**src/hw/rtl/nmea_sentence_framer_checker_defines.svh**
```systemverilog
// assertion macros for the nmea sentence framer checker
// included by modules that carry concurrent checks; no other dependencies
`ifndef NMEA_SENTENCE_FRAMER_CHECKER_DEFINES_SVH
`define NMEA_SENTENCE_FRAMER_CHECKER_DEFINES_SVH
`ifndef SYNTHESIS
`define NSFC_ASSERT_SAME(label, clk, rst, ante, cons) \
  label: assert property (@(posedge clk) disable iff (rst) (ante) |-> (cons)) \
    else $error("nsfc same-cycle check failed");
`define NSFC_ASSERT_NEXT(label, clk, rst, ante, cons) \
  label: assert property (@(posedge clk) disable iff (rst) (ante) |=> (cons)) \
    else $error("nsfc next-cycle check failed");
`else
`define NSFC_ASSERT_SAME(label, clk, rst, ante, cons)
`define NSFC_ASSERT_NEXT(label, clk, rst, ante, cons)
`endif
`endif

```
**src/hw/rtl/nsfc_pkg.sv**
```systemverilog
// shared types, constants and helpers for the nmea sentence framer checker
// no dependencies
package nsfc_pkg;

  localparam int MAX_SENTENCE_LEN_DEFAULT = 128;
  localparam int MIN_REPORT_LEN = 6;

  localparam logic [7:0] CHAR_DOLLAR = 8'h24;
  localparam logic [7:0] CHAR_STAR   = 8'h2A;
  localparam logic [7:0] CHAR_LF     = 8'h0A;
  localparam logic [7:0] CHAR_CR     = 8'h0D;

  typedef enum logic [1:0] {
    STATUS_VALID = 2'd0,
    STATUS_BAD   = 2'd1,
    STATUS_LONG  = 2'd2
  } status_t;

  typedef struct packed {
    logic       full;
    logic [7:0] data;
  } held_word_t;

  typedef struct packed {
    status_t     status;
    logic [6:0]  sentence_length;
    logic [7:0]  computed_sum;
    logic [7:0]  sent_sum_high_char;
    logic [7:0]  sent_sum_low_char;
    logic [15:0] good_total;
    logic [15:0] error_total;
  } result_t;

  typedef struct packed {
    logic    valid;
    result_t data;
  } track_res_t;

  function automatic logic [7:0] hex_upper(input logic [3:0] nib);
    logic [7:0] wide;
    wide = {4'b0000, nib};
    if (nib < 4'd10) begin
      hex_upper = 8'h30 + wide;
    end else begin
      hex_upper = 8'h37 + wide;
    end
  endfunction

endpackage

```
**src/hw/rtl/nsfc_tracker.sv**
```systemverilog
// sentence state, checksum tracking and result decision for one held word
// uses nsfc_pkg and the assertion macros header
`include "nmea_sentence_framer_checker_defines.svh"
module nsfc_tracker #(
  parameter int MaxLen = nsfc_pkg::MAX_SENTENCE_LEN_DEFAULT
) (
  input  logic                 clk,
  input  logic                 rst,
  input  nsfc_pkg::held_word_t held,
  input  logic                 advance,
  output nsfc_pkg::track_res_t res
);

  localparam int LenW = $clog2(MaxLen);
  localparam logic [LenW-1:0] LenLimit = LenW'(MaxLen - 1);
  localparam logic [LenW-1:0] LenMin = LenW'(nsfc_pkg::MIN_REPORT_LEN);

  logic [LenW-1:0] open_length, open_length_next;
  logic [7:0]      running_xor, running_xor_next;
  logic            star_seen, star_seen_next;
  logic [1:0]      digits_taken, digits_taken_next;
  logic [7:0]      digit_high, digit_high_next;
  logic [7:0]      digit_low, digit_low_next;
  logic [15:0]     good_count, good_count_next;
  logic [15:0]     error_count, error_count_next;
  logic            sum_ok;
  logic            is_eol;

  assign is_eol = held.data inside {nsfc_pkg::CHAR_CR, nsfc_pkg::CHAR_LF};
  assign sum_ok = star_seen && (digits_taken == 2'd2) &&
                  (digit_high == nsfc_pkg::hex_upper(running_xor[7:4])) &&
                  (digit_low == nsfc_pkg::hex_upper(running_xor[3:0]));

  always_comb begin
    open_length_next  = open_length;
    running_xor_next  = running_xor;
    star_seen_next    = star_seen;
    digits_taken_next = digits_taken;
    digit_high_next   = digit_high;
    digit_low_next    = digit_low;
    good_count_next   = good_count;
    error_count_next  = error_count;
    res.valid         = 1'b0;
    res.data.status   = nsfc_pkg::STATUS_BAD;

    if (held.full) begin
      if (held.data == nsfc_pkg::CHAR_DOLLAR) begin
        open_length_next  = LenW'(1);
        running_xor_next  = 8'h00;
        star_seen_next    = 1'b0;
        digits_taken_next = 2'd0;
        digit_high_next   = 8'h00;
        digit_low_next    = 8'h00;
      end else if (open_length != '0) begin
        if (is_eol || open_length == LenLimit) begin
          // close the sentence
          open_length_next  = '0;
          running_xor_next  = 8'h00;
          star_seen_next    = 1'b0;
          digits_taken_next = 2'd0;
          digit_high_next   = 8'h00;
          digit_low_next    = 8'h00;
          if (!is_eol) begin
            res.valid        = 1'b1;
            res.data.status  = nsfc_pkg::STATUS_LONG;
            error_count_next = error_count + 16'd1;
          end else if (open_length > LenMin) begin
            res.valid = 1'b1;
            if (sum_ok) begin
              res.data.status = nsfc_pkg::STATUS_VALID;
              good_count_next = good_count + 16'd1;
            end else begin
              error_count_next = error_count + 16'd1;
            end
          end
        end else begin
          open_length_next = open_length + LenW'(1);
          if (!star_seen) begin
            if (held.data == nsfc_pkg::CHAR_STAR) begin
              star_seen_next = 1'b1;
            end else begin
              running_xor_next = running_xor ^ held.data;
            end
          end else if (digits_taken == 2'd0) begin
            digit_high_next   = held.data;
            digits_taken_next = 2'd1;
          end else if (digits_taken == 2'd1) begin
            digit_low_next    = held.data;
            digits_taken_next = 2'd2;
          end
        end
      end
    end

    res.data.sentence_length    = 7'(open_length);
    res.data.computed_sum       = running_xor;
    res.data.sent_sum_high_char = digit_high;
    res.data.sent_sum_low_char  = digit_low;
    res.data.good_total         = good_count_next;
    res.data.error_total        = error_count_next;
  end

  always_ff @(posedge clk) begin
    if (rst) begin
      open_length  <= '0;
      running_xor  <= 8'h00;
      star_seen    <= 1'b0;
      digits_taken <= 2'd0;
      digit_high   <= 8'h00;
      digit_low    <= 8'h00;
      good_count   <= 16'd0;
      error_count  <= 16'd0;
    end else if (advance) begin
      open_length  <= open_length_next;
      running_xor  <= running_xor_next;
      star_seen    <= star_seen_next;
      digits_taken <= digits_taken_next;
      digit_high   <= digit_high_next;
      digit_low    <= digit_low_next;
      good_count   <= good_count_next;
      error_count  <= error_count_next;
    end
  end

  `NSFC_ASSERT_SAME(a_len_in_range, clk, rst, 1'b1, open_length <= LenLimit)
  `NSFC_ASSERT_SAME(a_digits_need_star, clk, rst, digits_taken != 2'd0, star_seen)
  `NSFC_ASSERT_SAME(a_long_at_limit, clk, rst, res.valid && res.data.status == nsfc_pkg::STATUS_LONG, open_length == LenLimit)
  `NSFC_ASSERT_NEXT(a_dollar_opens, clk, rst, advance && held.full && held.data == nsfc_pkg::CHAR_DOLLAR, open_length == LenW'(1) && !star_seen && running_xor == 8'h00)

endmodule

```
**config.mk**
```make
export PLATFORM = sky130hd
export DESIGN_NAME = nsfc_tracker
export DESIGN_NICKNAME = d
export VERILOG_FILES = /design/src/hw/rtl/nsfc_pkg.sv /design/src/hw/rtl/nsfc_tracker.sv
export VERILOG_INCLUDE_DIRS = /design/src /design/src/hw/rtl
export SDC_FILE = /design/constraint.sdc
export NUM_CORES = 1
export LEC_CHECK = 0
export BUFFER_PORTS_ARGS = -buffer_cell sky130_fd_sc_hd__buf_2
export CELL_PAD_IN_SITES_DETAIL_PLACEMENT = 0
export CELL_PAD_IN_SITES_GLOBAL_PLACEMENT = 1
export CORE_MARGIN = 4
export CORE_UTILIZATION = 37
export DETAILED_ROUTE_END_ITERATION = 10
export GPL_TIMING_DRIVEN = 0
export PLACE_DENSITY = 0.78
export RECOVER_POWER = 100
export SYNTH_ARGS = -nofsm -noshare
export SYNTH_HDL_FRONTEND = slang
export SYNTH_SLANG_ARGS = --single-unit
```
**constraint.sdc**
```tcl
create_clock -name clk -period 4.83 [get_ports clk]
set_clock_uncertainty 0.2 [all_clocks]
set_input_delay 1.449 -clock clk [delete_from_list [all_inputs] [get_ports clk]]
set_output_delay 1.449 -clock clk [all_outputs]
set_load 0.1 [all_outputs]
```
==> flow_summary.yaml <==
cts:
  cts.sinks: 66
  cts.path.max_buffers: 2
  htreeDepth: 3
  cts-root-buf: "clkbuf_8"
  path_clk_slew_ps: 80
  cts_tree: "yes"
  clk_latency_ps: 350
  cts_buffers: 9
timing:
  clock.fmax_ghz: 0.187
  tightest_slew_ps: 1170
  hold_ws_ps: 298
  rsz0062_at_grt: "true"
  setup_viol_count_final: 32
  fin_crit_sh_pct: 111
  max_slew_margin_pct: 22.1
  worst_slack_ps: -524
  tns_ps: -13480
  min_period_ps: 5350
  maxSlewViolCount: 0
  hold_violations: 0
setup_path:
  critPathBufInv: 4
  criticalPathCategory: "input pin to primary output"
  worstSetupStartpointType: "input pin"
  crit_family: "simple AND/OR/NAND/NOR gates"
  crit_arrival_ps: 3700
  r2r_end: "good_count[10]"
  r2r_cells: 12
  critPathSlowestCell: "or3b_4"
  startpoint: "held[2]"
  reg2reg_slack_ps: 1290
  r2r_start: "running_xor[1]"
  path_cells: "buf_12 -> nor3b_4 -> o2111ai_4 -> buf_4 -> nor4_4 -> or3b_4 -> buf_6 -> or3_4 -> xnor2_4 -> buf_12"
  cp_slowest_stage_delay_ps: 450
  path_depth: 10
  worstPathMaxFanout: 7
  cp_data_required_time_ps: 3180
  endpoint: "res[19]"
  crit_path_end_kind: "primary output"
  crit_top_cell: "buf_12"
pwr:
  peakVddDrop_v: 0.000122
  pwr-share-seq_pct: 49.6
  swShare_pct: 24.4
  clkPwrFrac_pct: 45.8
  p_leak_nw: 2.50
  p_int_mw: 0.828
  power_frac_comb_pct: 4.6
  finalPower_mw: 1.09
  power_density_nw_per_um2: 165
  p_switching_mw: 0.267
drt:
  antenna_left: 0
  dr.pass1.iters: 5
  avgRoutedWirePerCell_um: 17.3
  vias: 4234
  drt_iter0_markers: 144
  finalWirelength_mm: 13.2
  drc_errors: 0
  via_per_inst: 5.53
synth:
  synth_common_cells: "dfxtp_1, nor2_1, a21oi_1"
  synth.distinct_cells: 61
  synth_top_area_cell: "dfxtp_1"
  ys_seq_elements: 66
  syn_avg_cell_area_sq_um: 7.96
  synth.area.top_cells: "dfxtp_1, xor2_1, nor2_1"
  syn_nets: 526
  synth_edf_count: 0
  syn_inst: 507
  synth_top_area_share_pct: 32.7
  async_reset_ff_share_pct: 0
  ys_seq_area_share_pct: 32.7
  yosysMostFrequentCell: "dfxtp_1"
  yosys_most_used_dff: "dfxtp_1"
  yosys_warnings: 0
  synth_area_sq_um: 4040
die:
  dieArea_sq_um: 12600
  initial_core_util_pct: 38.6
  ios: 78
  dieHeight_um: 112
  fp-row-count: 37
  coreArea_sq_um: 10500
  die_x_um: 112
finish:
  stdcell_area_sq_um: 6640
  fin_cells: 766
  fin_nets: 644
  drive_above_1_share_pct: 32.1
  area_delta_synth_final_pct: 64.5
  num_antenna_cells: 0
  final_util_pct: 63.5
grt:
  busiest_layer: "met2"
  grt_max_degree: 12
  grt_usage_pct: 20.8
  grt_use_met3_pct: 3.29
  grt_pass1_wl_mm: 21.4
  grt_pass1_vias: 4230
  antenna_found_initial: 0
  grt_overflow_total: 0
  grt_use_met2_pct: 38.2
  met1_usage_pct: 24.9
placement:
  placed_cell_area_sq_um: 5370
  place.gp.congestion: 0.769
  port_buffers: 75
  hpwl_mm: 9.06
  dp_cells: 718
  place_ws_ps: -1230
min_path:
  hp-class: "flop to flop"
job:
  drv_cap: 0
outcome:
  status: "complete, but fails checks"
  violations: "negative setup slack"
==> worst register-to-register path, delay by kind of cell, from the launching register on <==
kind / cells / cell delay (ps)
and+or+nand+nor: 5 / 1800
adders and majority gates: 1 / 210
buffers and inverters: 4 / 570
DFF: 1 / 380
AOI/OAI and AO/OA: 2 / 310
==> power by group through the flow <==
stage               sequential, mW  clock (mW)  combinational, mW
global route                 0.543       0.530             0.0534
detailed placement           0.556           0             0.0373
finish                       0.543       0.501             0.0500
global placement             0.556           0             0.0368
CTS                          0.543       0.507             0.0481
floorplan                    0.557           0             0.0164
==> area by class of cell <==
cell class	count	area, sq um
plain buffers	24	144
multi-input cells	397	3490
fillers	886	3820
flip-flops and latches	66	1330
clock buffers	12	155
well taps	136	170
inverters	17	75.1
repair buffers	110	1220
clock inverters	4	50.0
==> worst min path at each step <==
stage / depth (start not counted) / from / slack [ps] / endpoint
4_1_cts: 2 / digit_low[7] / 300 / digit_low[7]
6_report: 2 / digits_taken[1] / 300 / digits_taken[1]
3_5_place_dp: 2 / digits_taken[1] / 280 / digits_taken[1]
2_1_floorplan: 2 / digits_taken[1] / 240 / digits_taken[1]
5_1_grt: 2 / digit_low[7] / 320 / digit_low[7]
3_3_place_gp: 2 / digits_taken[1] / 270 / digits_taken[1]
==> metal layers <==
layer  vias up  wire (um)  part of all wire (%)
li1       2061          -                     -
met1      2042       5490                    41
met2       112       6920                    52
met3        19        582                   4.4
met4         0        263                   2.0
met5         -          0                     0
==> registers in the layout, summed over array words and instances, names as in the netlist <==
| register | count |
|---|---|
| digit_high | 8 |
| digit_low | 8 |
| digits_taken | 2 |
| error_count | 16 |
| good_count | 16 |
| open_length | 7 |
| running_xor | 8 |
| star_seen | 1 |
==> what timing repair did <==
action | CTS | global route
hold buffers | 0 | 0
setup endpoints to repair | 35 | 33
setup buffers | 25 | 9
pin swaps | 25 | 20
cloned | 1 | 0
gates resized for setup | 197 | 23
==> logic make-up (layout without fill, tap and decap cells) <==
logic type                 Yosys count  in the layout  share of synthesized area [%]
AOI/OAI and AO/OA                  102            102                           16.2
xor gates and xnor gates            46             46                           9.98
adders and majority gates            7              7                           2.17
buffers and inverters               44            167                           4.62
DFF                                 66             66                           32.7
muxes                               12             12                           3.29
and+or+nand+nor                    230            230                           31.1
==> cells in the final DEF (no fill, tap or decap), drive strengths merged, types with 13 or more instances in the layout <==
master,instances
nor2,60
xnor2,18
inv,16
nor2b,17
nand2,31
xor2,28
clkbuf,60
dfxtp,66
nor3,13
buf,86
o21ai,21
a21oi,33
nand3,29
or3,13
Note: power is estimated with default switching activity, not from simulation.
